[src/cpd_pkg.sv]
// Shared types, constants and the CRC byte update for the packet deframer.
`timescale 1ns / 1ps
package cpd_pkg;

   localparam int unsigned PosWidth = 17;

   localparam logic [PosWidth-1:0] POS_MAX = {PosWidth{1'b1}};
   localparam logic [PosWidth-1:0] HDR_LEN = PosWidth'(4);
   localparam logic [PosWidth-1:0] CRC_LEN = PosWidth'(4);

   localparam logic [31:0] CRC_POLY = 32'hEDB88320;
   localparam logic [31:0] CRC_INIT = 32'hFFFFFFFF;

   localparam logic KIND_PAYLOAD = 1'b0;
   localparam logic KIND_STATUS  = 1'b1;

   localparam logic [2:0] TYPE_DATA = 3'd1;
   localparam logic [2:0] TYPE_ACK  = 3'd2;
   localparam logic [2:0] TYPE_NACK = 3'd4;

   typedef enum logic [2:0] {
      STATUS_OK           = 3'd0,
      STATUS_NO_HEADER    = 3'd1,
      STATUS_BAD_TYPE     = 3'd2,
      STATUS_CRC_MISMATCH = 3'd3,
      STATUS_TRUNCATED    = 3'd4
   } status_type;

   typedef struct packed {
      logic       valid;
      logic [7:0] rx_byte;
      logic       end_of_data;
   } item_type;

   typedef struct packed {
      logic        kind;
      logic [7:0]  payload_byte;
      status_type  frame_status;
      logic [2:0]  ptype;
      logic [4:0]  window;
      logic [7:0]  seqnum;
      logic [15:0] payload_length;
      logic [31:0] received_crc;
   } result_type;

   // Reflected CRC-32, one byte per call, eight bit steps.
   function automatic logic [31:0] crc_byte(input logic [31:0] c_in, input logic [7:0] b);
      logic [31:0] c;
      c = c_in ^ {24'd0, b};
      for (int i = 0; i < 8; i++) begin
         c = (c >> 1) ^ (CRC_POLY & {32{c[0]}});
      end
      return c;
   endfunction

   function automatic logic type_ok(input logic [2:0] t);
      return (t == TYPE_DATA) || (t == TYPE_ACK) || (t == TYPE_NACK);
   endfunction

endpackage

[src/cpd_input_reg.sv]
// Input register stage of the packet deframer: holds one item and drives req_stall.
`timescale 1ns / 1ps
module cpd_input_reg (
   input  logic              clock,
   input  logic              reset,
   input  logic              req_valid,
   output logic              req_stall,
   input  logic [7:0]        req_rx_byte,
   input  logic              req_end_of_data,
   input  logic              take,
   output cpd_pkg::item_type item
);

   cpd_pkg::item_type item_ff;
   cpd_pkg::item_type item_in;
   logic              accept;

   // Hold while the held item cannot move on.
   assign req_stall = item_ff.valid && !take;
   assign accept    = req_valid && !req_stall;

   always_comb begin
      item_in = item_ff;
      if (accept) begin
         item_in.valid       = 1'b1;
         item_in.rx_byte     = req_rx_byte;
         item_in.end_of_data = req_end_of_data;
      end else if (take) begin
         item_in.valid = 1'b0;
      end
   end

   always_ff @(posedge clock) begin
      if (reset) begin
         item_ff.valid       <= 1'b0;
         item_ff.rx_byte     <= item_in.rx_byte;
         item_ff.end_of_data <= item_in.end_of_data;
      end else begin
         item_ff <= item_in;
      end
   end

   assign item = item_ff;

endmodule

[src/cpd_frame_core.sv]
// Frame state, CRC accumulation and result formation of the packet deframer.
`timescale 1ns / 1ps
module cpd_frame_core (
   input  logic                clock,
   input  logic                reset,
   input  logic                take,
   input  cpd_pkg::item_type   item,
   output logic                res_valid,
   output cpd_pkg::result_type res
);

   logic [cpd_pkg::PosWidth-1:0] pos_ff, pos_in;
   logic [2:0]  type_ff, type_in;
   logic [4:0]  window_ff, window_in;
   logic [7:0]  seqnum_ff, seqnum_in;
   logic [15:0] length_ff, length_in;
   logic [31:0] crc_ff, crc_in;
   logic [31:0] carried_ff, carried_in;

   always_comb begin
      logic [7:0]                   b;
      logic [1:0]                   pad;
      logic [cpd_pkg::PosWidth-1:0] body_end;
      logic [cpd_pkg::PosWidth-1:0] count;
      logic [2:0]                   t_n;
      logic [4:0]                   w_n;
      logic [7:0]                   s_n;
      logic [15:0]                  l_n;
      logic [31:0]                  c_n;
      logic [31:0]                  k_n;
      logic                         pay;

      b   = item.rx_byte;
      t_n = type_ff;
      w_n = window_ff;
      s_n = seqnum_ff;
      l_n = length_ff;
      c_n = crc_ff;
      k_n = carried_ff;
      pay = 1'b0;

      pad      = 2'd0 - length_ff[1:0];
      body_end = cpd_pkg::HDR_LEN + {1'b0, length_ff}
                 + {{(cpd_pkg::PosWidth-2){1'b0}}, pad};

      if (pos_ff < cpd_pkg::HDR_LEN) begin
         case (pos_ff[1:0])
            2'd0: begin
               t_n = b[7:5];
               w_n = b[4:0];
            end
            2'd1: s_n = b;
            2'd2: l_n = {b, 8'd0};
            2'd3: l_n = {length_ff[15:8], b};
            default: l_n = length_ff;
         endcase
         c_n = cpd_pkg::crc_byte(crc_ff, b);
      end else if (pos_ff < body_end) begin
         c_n = cpd_pkg::crc_byte(crc_ff, b);
         pay = (pos_ff < cpd_pkg::HDR_LEN + {1'b0, length_ff}) && cpd_pkg::type_ok(type_ff);
      end else if (pos_ff < body_end + cpd_pkg::CRC_LEN) begin
         k_n = {carried_ff[23:0], b};
      end

      count = (pos_ff == cpd_pkg::POS_MAX) ? pos_ff : pos_ff + 1'b1;

      // Recompute the frame end from the length as it stands after this byte.
      pad      = 2'd0 - l_n[1:0];
      body_end = cpd_pkg::HDR_LEN + {1'b0, l_n} + {{(cpd_pkg::PosWidth-2){1'b0}}, pad};

      res.kind           = cpd_pkg::KIND_PAYLOAD;
      res.payload_byte   = b;
      res.frame_status   = cpd_pkg::STATUS_OK;
      res.ptype          = t_n;
      res.window         = w_n;
      res.seqnum         = s_n;
      res.payload_length = l_n;
      res.received_crc   = 32'd0;

      if (item.end_of_data) begin
         res.kind         = cpd_pkg::KIND_STATUS;
         res.payload_byte = 8'd0;
         if (count < cpd_pkg::HDR_LEN) begin
            res.frame_status   = cpd_pkg::STATUS_NO_HEADER;
            res.ptype          = 3'd0;
            res.window         = 5'd0;
            res.seqnum         = 8'd0;
            res.payload_length = 16'd0;
         end else if (!cpd_pkg::type_ok(t_n)) begin
            res.frame_status = cpd_pkg::STATUS_BAD_TYPE;
         end else if (count < body_end + cpd_pkg::CRC_LEN) begin
            res.frame_status = cpd_pkg::STATUS_TRUNCATED;
         end else begin
            res.received_crc = k_n;
            res.frame_status = ((c_n ^ cpd_pkg::CRC_INIT) == k_n) ?
                               cpd_pkg::STATUS_OK : cpd_pkg::STATUS_CRC_MISMATCH;
         end
      end

      res_valid = item.end_of_data || pay;

      // Clear for the next packet after its last byte.
      if (item.end_of_data) begin
         pos_in     = '0;
         type_in    = 3'd0;
         window_in  = 5'd0;
         seqnum_in  = 8'd0;
         length_in  = 16'd0;
         crc_in     = cpd_pkg::CRC_INIT;
         carried_in = 32'd0;
      end else begin
         pos_in     = count;
         type_in    = t_n;
         window_in  = w_n;
         seqnum_in  = s_n;
         length_in  = l_n;
         crc_in     = c_n;
         carried_in = k_n;
      end
   end

   always_ff @(posedge clock) begin
      if (reset) begin
         pos_ff     <= '0;
         type_ff    <= 3'd0;
         window_ff  <= 5'd0;
         seqnum_ff  <= 8'd0;
         length_ff  <= 16'd0;
         crc_ff     <= cpd_pkg::CRC_INIT;
         carried_ff <= 32'd0;
      end else if (take) begin
         pos_ff     <= pos_in;
         type_ff    <= type_in;
         window_ff  <= window_in;
         seqnum_ff  <= seqnum_in;
         length_ff  <= length_in;
         crc_ff     <= crc_in;
         carried_ff <= carried_in;
      end
   end

endmodule

[src/crc32_packet_deframer_unit.sv]
// Top level of the CRC-32 checked packet deframer.
//
// Usage: feed a packet one byte per item on the req_ channel (req_rx_byte),
// raising req_end_of_data on its last byte. Byte 0 holds type and window,
// byte 1 the sequence number, bytes 2..3 the big-endian payload length, then
// payload, zero padding to a multiple of four and a big-endian CRC-32.
// Each payload byte of a good-type packet, unless it is the last byte, comes out on the
// rsp_ channel with rsp_kind = 0; the last byte gives one status item with rsp_kind = 1.
// An accepted item passes through the input register, then the result register, before
// its result shows on rsp_; a new item can enter as the held one moves on.
// Throughput: one byte per cycle while rsp_stall does not hold the result; the
// byte-wide CRC update sits between the input register and the result register.
// Reset clears the frame state, loads the CRC with all ones and empties both
// registers. When the receiver raises rsp_stall the result is held and
// req_stall rises as soon as the input register is also occupied.
`timescale 1ns / 1ps
module crc32_packet_deframer_unit (
   input  logic        clock,
   input  logic        reset,
   input  logic        req_valid,
   output logic        req_stall,
   input  logic [7:0]  req_rx_byte,
   input  logic        req_end_of_data,
   output logic        rsp_valid,
   input  logic        rsp_stall,
   output logic        rsp_kind,
   output logic [7:0]  rsp_payload_byte,
   output logic [2:0]  rsp_frame_status,
   output logic [2:0]  rsp_ptype,
   output logic [4:0]  rsp_window,
   output logic [7:0]  rsp_seqnum,
   output logic [15:0] rsp_payload_length,
   output logic [31:0] rsp_received_crc
);

   cpd_pkg::item_type   item;
   cpd_pkg::result_type res;
   cpd_pkg::result_type res_ff;
   logic                res_valid;
   logic                rsp_valid_ff, rsp_valid_in;
   logic                take;

   // Advance the held item once the result register is free or being drained.
   assign take = item.valid && (!rsp_valid_ff || !rsp_stall);

   cpd_input_reg u_input_reg (
      .clock           (clock),
      .reset           (reset),
      .req_valid       (req_valid),
      .req_stall       (req_stall),
      .req_rx_byte     (req_rx_byte),
      .req_end_of_data (req_end_of_data),
      .take            (take),
      .item            (item)
   );

   cpd_frame_core u_frame_core (
      .clock     (clock),
      .reset     (reset),
      .take      (take),
      .item      (item),
      .res_valid (res_valid),
      .res       (res)
   );

   always_comb begin
      rsp_valid_in = rsp_valid_ff;
      if (take) begin
         rsp_valid_in = res_valid;
      end else if (!rsp_stall) begin
         rsp_valid_in = 1'b0;
      end
   end

   always_ff @(posedge clock) begin
      if (reset) begin
         rsp_valid_ff <= 1'b0;
      end else begin
         rsp_valid_ff <= rsp_valid_in;
      end
   end

   always_ff @(posedge clock) begin
      if (take && res_valid) begin
         res_ff <= res;
      end
   end

   assign rsp_valid          = rsp_valid_ff;
   assign rsp_kind           = res_ff.kind;
   assign rsp_payload_byte   = res_ff.payload_byte;
   assign rsp_frame_status   = res_ff.frame_status;
   assign rsp_ptype          = res_ff.ptype;
   assign rsp_window         = res_ff.window;
   assign rsp_seqnum         = res_ff.seqnum;
   assign rsp_payload_length = res_ff.payload_length;
   assign rsp_received_crc   = res_ff.received_crc;

`ifndef NO_ASSERTIONS
   // Payload items only come from packets of a good type and carry no CRC or status.
   assert property (@(posedge clock) disable iff (reset)
      (rsp_valid && rsp_kind == cpd_pkg::KIND_PAYLOAD) |->
         (cpd_pkg::type_ok(rsp_ptype) && rsp_received_crc == 32'd0
          && rsp_frame_status == cpd_pkg::STATUS_OK))
      else $error("payload item with bad type, status or crc");

   // A missing header reports no decoded fields.
   assert property (@(posedge clock) disable iff (reset)
      (rsp_valid && rsp_kind == cpd_pkg::KIND_STATUS
       && rsp_frame_status == cpd_pkg::STATUS_NO_HEADER) |->
         (rsp_ptype == 3'd0 && rsp_payload_length == 16'd0 && rsp_received_crc == 32'd0))
      else $error("no-header status with decoded fields");

   // A result held under stall must not be overwritten.
   assert property (@(posedge clock) disable iff (reset)
      (rsp_valid && rsp_stall) |=> (rsp_valid && $stable(res_ff)))
      else $error("held result changed");

   // The input side stalls only with an occupied input register.
   assert property (@(posedge clock) disable iff (reset)
      req_stall |-> (item.valid && rsp_valid_ff && rsp_stall))
      else $error("input stalled without cause");
`endif

endmodule

[config.mk]
export PLATFORM = sky130hd
export DESIGN_NAME = crc32_packet_deframer_unit
export DESIGN_NICKNAME = d
export VERILOG_FILES = /design/src/cpd_pkg.sv /design/src/cpd_input_reg.sv /design/src/cpd_frame_core.sv /design/src/crc32_packet_deframer_unit.sv
export SDC_FILE = /design/constraint.sdc
export NUM_CORES = 1
export LEC_CHECK = 0
export BUFFER_PORTS_ARGS = -buffer_cell sky130_fd_sc_hd__buf_2
export CAP_MARGIN = 40
export CORE_AREA = 2 2 163 165
export DETAILED_ROUTE_END_ITERATION = 10
export DIE_AREA = 0 0 165 167
export PLACE_DENSITY = 0.67
export RECOVER_POWER = 100
export SLEW_MARGIN = 20
export SYNTH_ARGS = -nofsm -noshare
export SYNTH_HDL_FRONTEND = slang
export SYNTH_SLANG_ARGS = --single-unit
[constraint.sdc]
create_clock -name clock -period 6.3 [get_ports clock]
set_input_delay 0.945 -clock clock [delete_from_list [all_inputs] [get_ports clock]]
set_output_delay 0.945 -clock clock [all_outputs]
set_load 0.05 [all_outputs]
# Word level (Yosys, flattened, before mapping)

Cells that the tools add are included.

Register bits: 200
Output and inout bits: 78
Input bits: 13

Muxes and demuxes: 37
$add $sub $neg: 9
Reduce and logical (&&, ||, !) cells: 20
Equality and inequality tests: 12
Bitwise gates (word level): 12
$lt $le $gt $ge: 6

Operators with widths:

| kind                                                 | number |
|---|---|
| 2-to-1 mux 32 bit                                    | 11 |
| XOR 31 x 32 -> 32 bit                                | 8 |
| 2-to-1 mux 76 bit                                    | 1 |
| < comparator 17 bit                                  | 4 |
| adder 17 x 2 -> 17 bit                               | 2 |
| adder 17 x 3 -> 17 bit (second input constant)       | 2 |
| adder 3 x 16 -> 17 bit (first input constant)        | 2 |
| < comparator 17 x 3 -> 1 bit (second input constant) | 2 |
| 2-to-1 mux 17 bit                                    | 2 |
| == test 32 bit                                       | 1 |
| 2-to-1 mux 16 bit                                    | 2 |
| inverter 32 bit                                      | 1 |
| one-hot mux 16 bit (2 select lines)                  | 1 |
| XOR 32 x 8 -> 32 bit                                 | 1 |
| 2-to-1 mux 8 bit                                     | 3 |
| 2-to-1 mux 3 bit                                     | 6 |
| adder 17 x 1 -> 17 bit (second input constant)       | 1 |
| == test 17 bit (second input constant)               | 1 |
| 2-to-1 mux 5 bit                                     | 3 |
| 2-to-1 mux 9 bit                                     | 1 |
| == test 3 x 1 -> 1 bit (second input constant)       | 2 |
| == test 3 x 2 -> 1 bit (second input constant)       | 2 |
| == test 3 bit (second input constant)                | 2 |
| logical OR 1 bit                                     | 6 |
| other kinds (14)                                     | 29 |

# Depth between registers and ports, before layout

Gate-level depths: netlist of run 1.

Depth in word-level cells: 18
Mapped depth: 29
Gate-level depth less buffers: 28

# By module

A second synthesis of run 1 with hierarchy kept.

Cells, all modules: 1,356
Area total of the unflattened synthesis: 12,749.7 µm²

Modules (own cells, without submodules):

| module                     | times used | area an instance (µm²) | cells an instance |
|---|---|---|---|
| cpd_frame_core             | 1          | 10,103.4               | 1,261 |
| crc32_packet_deframer_unit | 1          | 2,326.0                | 82 |
| cpd_input_reg              | 1          | 320.3                  | 13 |

# Worst setup path after synthesis of run 1

No wires, ideal clock.

Kind: flip-flop to flip-flop
Start: register u_frame_core.length_ff[2]
End: register res_ff (netlist bit rsp_frame_status[1]) (data pin)
Arrival time: 5,364 ps
Clock period less this slack: 5,636 ps
Path slack: 664 ps
Cell stages (with the launch flop): 27
Path through: dfxtp_1 buf_2 inv_1 ha_1 or2_2 a2111oi_4 xor2_1 nor4_1 nand2_1 nor4_1 nand3b_1 and2b_1 xnor2_1 ha_1 a21o_1 a21o_1 a221oi_1 o21ai_1 clkbuf_1 o21ai_0 o211ai_1 nor3_1 nand3_1 a21oi_1 o2111ai_1 nor4_1 a31oi_1

Cells in the longest elaborated chain, start to end: 11
Elaborated cells on any way between the ends: 21
Classes of those cells: add/sub: 6; order compare: 3; eq/ne: 1; mux: 10; bitwise: 1

Ends and longest elaborated chain:

| what                     | RTL line                         | RTL |
|---|---|---|
| start: declaration       | cpd_frame_core.sv:16             | `logic [15:0] length_ff, length_in;` |
| start signal: assignment | cpd_frame_core.sv:136            | `length_ff <= length_in;` |
| adder 3 x 16 -> 17 bit   | cpd_frame_core.sv:43             | `body_end = cpd_pkg::HDR_LEN + {1'b0, length_ff}` |
| adder 17 x 2 -> 17 bit   | cpd_frame_core.sv:44             | `+ {{(cpd_pkg::PosWidth-2){1'b0}}, pad};` |
| adder 17 x 3 -> 17 bit   | cpd_frame_core.sv:61             | `end else if (pos_ff < body_end + cpd_pkg::CRC_LEN) begin` |
| < comparator 17 bit      | cpd_frame_core.sv:61             |  |
| 2-to-1 mux 32 bit        | cpd_frame_core.sv:61             |  |
| 2-to-1 mux 32 bit        | cpd_frame_core.sv:58             | `end else if (pos_ff < body_end) begin` |
| 2-to-1 mux 32 bit        | cpd_frame_core.sv:46             | `if (pos_ff < cpd_pkg::HDR_LEN) begin` |
| == test 32 bit           | cpd_frame_core.sv:95             | `res.frame_status = ((c_n ^ cpd_pkg::CRC_INIT) == k_n) ?` |
| 2-to-1 mux 2 bit         | cpd_frame_core.sv:95             |  |
| 2-to-1 mux 3 bit *       | cpd_frame_core.sv:91             | `end else if (count < body_end + cpd_pkg::CRC_LEN) begin` |
| 2-to-1 mux 3 bit *       | cpd_frame_core.sv:89             | `end else if (!cpd_pkg::type_ok(t_n)) begin` |
| end signal: assignment   | crc32_packet_deframer_unit.sv:85 | `res_ff <= res;` |
| end: declaration         | crc32_packet_deframer_unit.sv:38 | `cpd_pkg::result_type res_ff;` |

Mark *: on every way between the ends. The rest lies on a longest branch, timed or not.
A chain may end at the register's enable or synchronous reset.

# Final worst setup path of run 1

Start: register u_frame_core.length_ff[1]
End: register res_ff (netlist bit rsp_frame_status[1]) (data pin)

Cells in the longest elaborated chain, start to end: 11
Elaborated cells on any way between the ends: 23
Classes of those cells: add/sub: 8; order compare: 3; eq/ne: 1; mux: 10; bitwise: 1

Ends and longest elaborated chain:

| what                                                                       | RTL line |
|---|---|
| adder 3 x 16 -> 17 bit / subtractor 1 x 2 -> 2 bit (equally long branches) | cpd_frame_core.sv:43, cpd_frame_core.sv:42 |
| adder 17 x 2 -> 17 bit                                                     | cpd_frame_core.sv:44 |
| adder 17 x 3 -> 17 bit                                                     | cpd_frame_core.sv:61 |
| < comparator 17 bit                                                        | cpd_frame_core.sv:61 |
| 2-to-1 mux 32 bit                                                          | cpd_frame_core.sv:61 |
| 2-to-1 mux 32 bit                                                          | cpd_frame_core.sv:58 |
| 2-to-1 mux 32 bit                                                          | cpd_frame_core.sv:46 |
| == test 32 bit                                                             | cpd_frame_core.sv:95 |
| 2-to-1 mux 2 bit                                                           | cpd_frame_core.sv:95 |
| 2-to-1 mux 3 bit *                                                         | cpd_frame_core.sv:91 |
| 2-to-1 mux 3 bit *                                                         | cpd_frame_core.sv:89 |

Marks and branches as above.

==> metrics.log, run 1 <==
INFO  metric outcome = finished with violations
INFO  metric failed_checks = max-capacitance violations, max-slew violations
INFO  metric final_cell_area = 0.0143 sq mm
INFO  metric tritoncts = built
INFO  metric floorplan.initialDensity = 0.491
INFO  metric htree_levels = 4
INFO  metric multi_input_comb_area = 0.00740 sq mm
INFO  metric rrSetupSlack = 0.41 ns
INFO  metric post_layout_nonfiller_instances = 1847
INFO  metric final-setup-viol-count = 0
INFO  metric clock_skew = 0.0168 ns
INFO  metric floorplan.die_area = 0.0276 sq mm
INFO  metric yosys-top-cells-area = sky130_fd_sc_hd__edfxtp_1 20%, sky130_fd_sc_hd__dfxtp_1 18%, sky130_fd_sc_hd__xnor2_1 8.1%, sky130_fd_sc_hd__ha_1 7.0%, sky130_fd_sc_hd__xor2_1 5.7%
INFO  metric layout_setup_ws = 0.405 ns
INFO  metric area_growth = 12.8%
INFO  metric core_area = 0.0258 sq mm
INFO  metric dominant_synthesized_flop_cell = sky130_fd_sc_hd__dfxtp_1
INFO  metric layout_commonest_cell = sky130_fd_sc_hd__nand2_1
INFO  metric post-route-min-period = 5.89 ns
INFO  metric detail_route.first_pass.iterations = 5
INFO  metric grt_max_degree = 54
INFO  metric grt_util_all_layers = 0.272
INFO  metric drt-initial-drc-count = 1223
INFO  metric ctsHoldBuffers = 0
INFO  metric cts.reportedPaths.clkPinSlew = 0.08 ns
INFO  metric drt_wl_total = 37000 um
INFO  metric num_io_pins = 91
INFO  metric route.antenna.remaining_nets = 0
INFO  metric post_synthesis_cell_count = 1427
INFO  metric drc_errors = 0
INFO  metric fin_worst_hold_slack = 0.508 ns
INFO  metric gp_congestion = 0.999
INFO  metric cell_type_contributing_the_most_total_cell_area_after_synthesis = sky130_fd_sc_hd__edfxtp_1
INFO  metric maxCapViolCount = 1
INFO  metric report.final.hold_viol_count = 0
INFO  metric power.share.clock = 0.356
INFO  metric synth-seq-area-share = 0.384
INFO  metric seqCellArea = 0.00486 sq mm
INFO  metric final_cell_mix = 164 x sky130_fd_sc_hd__nand2_1, 151 x sky130_fd_sc_hd__nor2_1, 116 x sky130_fd_sc_hd__xnor2_1
INFO  metric final_nets = 1583
INFO  metric cp.required = 6.49 ns
INFO  metric fp-row-count = 59
INFO  metric maxSlewViolCount = 31
INFO  metric internal_power = 0.00217 W
INFO  metric detail_route.vias_per_cell = 5.96
INFO  metric path_class = reg -> reg
INFO  metric syn-num-nets = 1511
INFO  metric antenna_cells_inserted = 0
INFO  metric synth_top_area_frac = 0.202
INFO  metric synth-warning-count = 0
INFO  metric cts.sink_count = 200
INFO  metric die_height = 167 um
INFO  metric drt-wirelength-per-cell = 20.0 um
INFO  metric grt_pass1_wl = 58100 um
INFO  metric critical_path_at = 6.08 ns
INFO  metric setup_tns = 0 ns
INFO  metric ctsRootBufferMaster = sky130_fd_sc_hd__clkbuf_16
INFO  metric critical_path.startpoint_type = flop
INFO  metric die-width = 165 um
INFO  metric buffer_ports.inserted = 90
INFO  metric timing.critical_path.slowest_cell_delay = 0.40 ns
INFO  metric switching_share = 0.332
INFO  metric layout_worst_path_cycle_share = 0.936
INFO  metric filler_cell_count = 2347
INFO  metric post-place-ws = -0.186 ns
INFO  metric detailedPlacementHpwl = 27000 um
INFO  metric grt_antenna_before_repair = 1
INFO  metric rsz0062_at_grt = true
INFO  metric power.switching = 0.00108 W
INFO  metric cts_made_buffers = 17
INFO  metric combPwrFrac = 0.202
INFO  metric vias_in_the_first_global_route = 10400
INFO  metric placed_cells = 1807
INFO  metric leakagePower = 5.16 nW
INFO  metric max-clock-path-buffers = 2
INFO  metric syn-mean-instance-area = 8.86 sq um
INFO  metric postSynthRegisterBits = 200
INFO  metric setup.worst_path.end_class = flop
INFO  metric powerDensity = 228 mW/mm^2
INFO  metric critPathMaxFanout = 18
INFO  metric place_area = 0.0136 sq mm
INFO  metric crit_path_top_delay_cell = sky130_fd_sc_hd__dfxtp_2
INFO  metric timing.slew.headroom = -0.0699
INFO  metric clkLatencyLatePin = 0.45 ns
INFO  metric synth_enable_flop_cells = 85
INFO  metric sequentialPowerShare = 0.442
INFO  metric syn-cell-area = 0.0126 sq mm
INFO  metric layout-drive-gt1-share = 0.0966
INFO  metric hold_class = reg -> reg
INFO  metric ir_drop = 151 uV
INFO  metric synth-async-reset-ratio = 0
INFO  metric distinct_cell_type_count_after_synthesis = 72
INFO  metric worst_slew_pin_slew = 1.60 ns
INFO  metric globalRoute.totalOverflow = 0
INFO  metric num_vias = 11000
INFO  metric maxClockFrequency = 170 MHz
[per-stage QoR]
step                utilization  total power, W
floorplan                     -         0.00194
global placement          0.526         0.00210
detailed placement        0.527         0.00211
CTS                       0.552         0.00326
global route              0.554         0.00338
finish                    0.554         0.00325
[worst paths after layout]
path                        startpoint                 endpoint  cells past startpoint
min reg2reg    u_frame_core.crc_ff[26]  u_frame_core.crc_ff[26]                      2
min            u_frame_core.crc_ff[26]  u_frame_core.crc_ff[26]                      2
max reg2reg  u_frame_core.length_ff[1]      rsp_frame_status[1]                     30
max          u_frame_core.length_ff[1]      rsp_frame_status[1]                     30
[registers in the layout (all words and copies together), names as in the netlist]
register,cells
u_input_reg.item,10
rsp_window,5
u_frame_core.seqnum_ff,8
rsp_kind,1
rsp_received_crc,32
u_frame_core.crc_ff,32
u_frame_core.pos_ff,17
rsp_seqnum,8
u_frame_core.window_ff,5
rsp_valid,1
rsp_ptype,3
u_frame_core.type_ff,3
u_frame_core.length_ff,16
rsp_payload_length,16
rsp_frame_status,3
rsp_payload_byte,8
u_frame_core.carried_ff,32
[cell usage after synthesis, types with 3 or more instances]
| master | instances |
|---|---|
| sky130_fd_sc_hd__nand2_1 | 165 |
| sky130_fd_sc_hd__nor2_1 | 151 |
| sky130_fd_sc_hd__xnor2_1 | 117 |
| sky130_fd_sc_hd__dfxtp_1 | 115 |
| sky130_fd_sc_hd__edfxtp_1 | 85 |
| sky130_fd_sc_hd__xor2_1 | 82 |
| sky130_fd_sc_hd__clkbuf_1 | 81 |
| sky130_fd_sc_hd__a22oi_1 | 79 |
| sky130_fd_sc_hd__a21oi_1 | 76 |
| sky130_fd_sc_hd__ha_1 | 71 |
| sky130_fd_sc_hd__nand3_1 | 46 |
| sky130_fd_sc_hd__o211ai_1 | 30 |
| sky130_fd_sc_hd__inv_1 | 29 |
| sky130_fd_sc_hd__o21ai_0 | 29 |
| sky130_fd_sc_hd__nor3_1 | 27 |
| sky130_fd_sc_hd__nor2b_1 | 19 |
| sky130_fd_sc_hd__mux2i_1 | 16 |
| sky130_fd_sc_hd__nand4_1 | 16 |
| sky130_fd_sc_hd__nor4_1 | 16 |
| sky130_fd_sc_hd__a21o_1 | 15 |
| sky130_fd_sc_hd__buf_2 | 13 |
| sky130_fd_sc_hd__and3_1 | 11 |
| sky130_fd_sc_hd__a22o_1 | 10 |
| sky130_fd_sc_hd__and2_1 | 10 |
| sky130_fd_sc_hd__a31oi_1 | 9 |
| sky130_fd_sc_hd__or3_1 | 9 |
| sky130_fd_sc_hd__nand2b_1 | 8 |
| sky130_fd_sc_hd__o21a_1 | 8 |
| sky130_fd_sc_hd__o21ai_1 | 6 |
| sky130_fd_sc_hd__buf_1 | 5 |
| sky130_fd_sc_hd__a2111oi_0 | 4 |
| sky130_fd_sc_hd__a21boi_0 | 4 |
| sky130_fd_sc_hd__o2111ai_1 | 4 |
| sky130_fd_sc_hd__or4_1 | 4 |
| sky130_fd_sc_hd__a211oi_1 | 3 |
| sky130_fd_sc_hd__mux2_2 | 3 |
| sky130_fd_sc_hd__nor2_2 | 3 |
| sky130_fd_sc_hd__o22ai_1 | 3 |
[worst max-delay path: cells and delay by family, from the launching register on]
family | cells | cell delay, ns
AND/OR/NAND/NOR | 10 | 1.60
AO/OA/AOI/OAI | 9 | 1.45
adder cells (fa/ha/maj) | 3 | 0.85
XOR/XNOR | 4 | 0.67
buffers and inverters | 3 | 0.46
flip-flops | 1 | 0.40
multiplexers | 1 | 0.20
[cell families (layout without fill, tap and decap cells)]
| group | Yosys count | after routing | share of synthesized area |
|---|---|---|---|
| flops | 200 | 200 | 0.384 |
| simple gates | 504 | 504 | 0.184 |
| xor+xnor | 201 | 201 | 0.141 |
| fa+ha+maj | 73 | 73 | 0.0718 |
| compound gates | 299 | 299 | 0.162 |
| buf+inv | 131 | 216 | 0.0411 |
| mux | 19 | 19 | 0.0153 |
[final cells by class]
class | count | share of cell area
timing repair buffer | 154 | 0.0591
multi-input combinational | 1096 | 0.519
sequential | 200 | 0.341
clock buffer | 17 | 0.0298
clock inverter | 15 | 0.0146
tap | 335 | 0.0294
inverter | 30 | 0.00789
[power groups by stage]
stage	clock (W)	combinational (W)	sequential (W)
final	0.00116	0.000656	0.00144
after global routing	0.00123	0.000710	0.00144
after CTS	0.00118	0.000649	0.00144
after detailed placement	0	0.000641	0.00147
after global placement	0	0.000636	0.00147
after floorplan	0	0.000446	0.00149
[routing by layer]
| metal | track usage | up-vias | routed length (um) |
|---|---|---|---|
| met3 | 0.0531 | 71 | 3710 |
| met4 | 0.0858 | 0 | 964 |
| li1 | - | 5194 | - |
| met2 | 0.408 | 567 | 16300 |
| met5 | 0 | - | 0 |
| met1 | 0.394 | 5167 | 16000 |
[timing repair]
| action | in CTS | in global routing |
|---|---|---|
| resized for setup | 3 | 23 |
| buffers inserted | 0 | 6 |
| endpoints found under the setup margin | 2 | 67 |
| pin swaps | 0 | 6 |
Note: power is estimated with default switching activity, not from simulation.
==> run 2, diff against run 1 <==
--- a/config.mk
+++ b/config.mk
@@ -10,7 +10,7 @@
 export CORE_AREA = 2 2 163 165
 export DETAILED_ROUTE_END_ITERATION = 10
 export DIE_AREA = 0 0 165 167
-export PLACE_DENSITY = 0.67
+export PLACE_DENSITY = 0.68
 export RECOVER_POWER = 100
 export SLEW_MARGIN = 20
 export SYNTH_ARGS = -nofsm -noshare
==> metrics.log, run 2 (synthesis gave the netlist of run 1 again) <==
INFO  metric ctsRootBufferMaster = sky130_fd_sc_hd__clkbuf_16 (unchanged)
INFO  metric route.antenna.remaining_nets = 0 (unchanged)
INFO  metric max-clock-path-buffers = 2 (unchanged)
INFO  metric placed_cells = 1803 (was 1807)
INFO  metric fp-row-count = 59 (unchanged)
INFO  metric powerDensity = 230 mW/mm^2 (was 228 mW/mm^2)
INFO  metric num_vias = 10900 (was 11000)
INFO  metric clock_skew = 0.0169 ns (was 0.0168 ns)
INFO  metric grt_max_degree = 77 (was 54)
INFO  metric path_class = reg -> reg (unchanged)
INFO  metric gp_congestion = 0.996 (was 0.999)
INFO  metric maxCapViolCount = 3 (was 1)
INFO  metric cp.required = 6.49 ns (about the same)
INFO  metric failed_checks = max-capacitance violations, max-slew violations (unchanged)
INFO  metric layout_commonest_cell = sky130_fd_sc_hd__nand2_1 (unchanged)
INFO  metric grt_util_all_layers = 0.275 (was 0.272)
INFO  metric grt_pass1_wl = 58500 um (was 58100 um)
INFO  metric switching_share = 0.328 (was 0.332)
INFO  metric crit_path_top_delay_cell = sky130_fd_sc_hd__or3_1 (was sky130_fd_sc_hd__dfxtp_2)
INFO  metric drt_wl_total = 37200 um (was 37000 um)
INFO  metric core_area = 0.0258 sq mm (unchanged)
INFO  metric grt_antenna_before_repair = 0 (was 1)
INFO  metric globalRoute.totalOverflow = 0 (unchanged)
INFO  metric design_power = 0.00325 W (about the same)
INFO  metric drt-initial-drc-count = 1126 (was 1223)
INFO  metric setup.worst_path.end_class = flop (unchanged)
INFO  metric cts.sink_count = 200 (unchanged)
INFO  metric critPathMaxFanout = 18 (unchanged)
INFO  metric cts.reportedPaths.clkPinSlew = 0.08 ns (about the same)
INFO  metric die_height = 167 um (unchanged)
INFO  metric vias_in_the_first_global_route = 10100 (was 10400)
INFO  metric power.share.clock = 0.355 (was 0.356)
INFO  metric sequentialPowerShare = 0.442 (about the same)
INFO  metric drc_errors = 0 (unchanged)
INFO  metric timing.critical_path.slowest_cell_delay = 0.42 ns (was 0.40 ns)
INFO  metric cts_made_buffers = 17 (unchanged)
INFO  metric worst_path_dominant_cell_family = compound AO/OA/AOI/OAI gates (was simple AND/OR/NAND/NOR gates)
INFO  metric hold_class = reg -> reg (unchanged)
INFO  metric worst_slew_pin_slew = 2.11 ns (was 1.60 ns)
INFO  metric num_io_pins = 91 (unchanged)
INFO  metric drt-wirelength-per-cell = 20.2 um (was 20.0 um)
INFO  metric maxClockFrequency = 170 MHz (about the same)
INFO  metric setup_tns = 0 ns (unchanged)
INFO  metric report.final.hold_viol_count = 0 (unchanged)
INFO  metric multi_input_comb_area = 0.00736 sq mm (was 0.00740 sq mm)
INFO  metric critical_path_at = 6.07 ns (was 6.08 ns)
INFO  metric filler_cell_count = 2369 (was 2347)
INFO  metric die-width = 165 um (unchanged)
INFO  metric detail_route.vias_per_cell = 5.94 (was 5.96)
INFO  metric tritoncts = built (unchanged)
INFO  metric detailedPlacementHpwl = 26900 um (was 27000 um)
INFO  metric fin_worst_hold_slack = 0.501 ns (was 0.508 ns)
INFO  metric final_cell_area = 0.0142 sq mm (was 0.0143 sq mm)
INFO  metric crit_buf_inv = 4 (was 3)
INFO  metric final-setup-viol-count = 0 (unchanged)
INFO  metric floorplan.die_area = 0.0276 sq mm (unchanged)
INFO  metric place_area = 0.0136 sq mm (about the same)
INFO  metric critical_path.startpoint_type = flop (unchanged)
INFO  metric seqCellArea = 0.00486 sq mm (about the same)
INFO  metric htree_levels = 4 (unchanged)
INFO  metric maxSlewViolCount = 111 (was 31)
INFO  metric final_cell_mix = 164 x sky130_fd_sc_hd__nand2_1, 150 x sky130_fd_sc_hd__nor2_1, 116 x sky130_fd_sc_hd__xnor2_1 (was 164 x sky130_fd_sc_hd__nand2_1, 151 x sky130_fd_sc_hd__nor2_1, 116 x sky130_fd_sc_hd__xnor2_1)
INFO  metric final_nets = 1575 (was 1583)
INFO  metric layout-drive-gt1-share = 0.0851 (was 0.0966)
INFO  metric leakagePower = 5.08 nW (was 5.16 nW)
INFO  metric post-route-min-period = 5.88 ns (was 5.89 ns)
INFO  metric area_growth = 12.0% (was 12.8%)
INFO  metric clkLatencyLatePin = 0.45 ns (about the same)
INFO  metric timing.slew.headroom = -0.408 (was -0.0699)
INFO  metric buffer_ports.inserted = 90 (unchanged)
INFO  metric detail_route.first_pass.iterations = 5 (unchanged)
INFO  metric outcome = finished with violations (unchanged)
INFO  metric ir_drop = 143 uV (was 151 uV)
INFO  metric ctsHoldBuffers = 0 (unchanged)
INFO  metric layout_worst_path_cycle_share = 0.934 (was 0.936)
INFO  metric power.switching = 0.00107 W (was 0.00108 W)
INFO  metric floorplan.initialDensity = 0.491 (unchanged)
INFO  metric post_layout_nonfiller_instances = 1839 (was 1847)
INFO  metric antenna_cells_inserted = 0 (unchanged)
INFO  metric internal_power = 0.00218 W (was 0.00217 W)
INFO  metric combPwrFrac = 0.203 (was 0.202)
run 2: metrics by stage:
stage	util	setup slack, ns
after global placement	0.525	0.123
after floorplan	-	0.664
after detailed placement	0.526	-0.0324
after CTS	0.551	0.0513
after global routing	0.550	-0.0528
final	0.550	0.415
run 2: power by group through the flow:
stage	Combinational, W	Clock, W	Sequential (W)
2_1_floorplan	0.000446	0	0.00149
3_3_place_gp	0.000643	0	0.00146
3_5_place_dp	0.000648	0	0.00147
4_1_cts	0.000654	0.00117	0.00144
5_1_grt	0.000715	0.00123	0.00144
6_report	0.000659	0.00116	0.00144
run 2: metal layers:
| layer | part of all wire | vias to the layer above | routed length [um] | global-route usage |
|---|---|---|---|---|
| li1 | - | 5181 | - | - |
| met1 | 0.44 | 5196 | 16500 | 0.402 |
| met2 | 0.44 | 492 | 16400 | 0.414 |
| met3 | 0.090 | 53 | 3350 | 0.0526 |
| met4 | 0.024 | 0 | 881 | 0.0771 |
| met5 | 0 | - | 0 | 0 |
run 2: worst paths after layout:
| kind | cells past startpoint | to | slack (ns) | start |
|---|---|---|---|---|
| worst max register to register | 28 | rsp_frame_status[1] | 0.42 | u_frame_core.length_ff[1] |
| worst max-delay path | 28 | rsp_frame_status[1] | 0.42 | u_frame_core.length_ff[1] |
| worst min-delay path | 2 | u_frame_core.crc_ff[7] | 0.50 | u_frame_core.crc_ff[7] |
| worst min register to register | 2 | u_frame_core.crc_ff[7] | 0.50 | u_frame_core.crc_ff[7] |
run 2: layout make-up:
class,instances,share of cell area
clock inverter,14,0.0133
timing repair buffer,146,0.0538
tap,335,0.0296
inverter,30,0.00795
multi-input combinational,1096,0.520
clock buffer,18,0.0318
sequential,200,0.343
run 2: worst register-to-register path: cells and delay by family, from the launching register on:
| family | cells | cell delay (ns) |
|---|---|---|
| flip-flops | 1 | 0.39 |
| AND/OR/NAND/NOR | 8 | 1.48 |
| AO/OA/AOI/OAI | 10 | 1.90 |
| adder cells (fa/ha/maj) | 3 | 0.67 |
| buffers and inverters | 4 | 0.63 |
| XOR/XNOR | 3 | 0.57 |
run 2: what timing repair did:
item                       4_1_cts  5_1_grt
setup endpoints to repair        2       66
gates resized for setup          1       23
setup buffers                    0        3
pin swaps                        0        5
cloned                           0        0
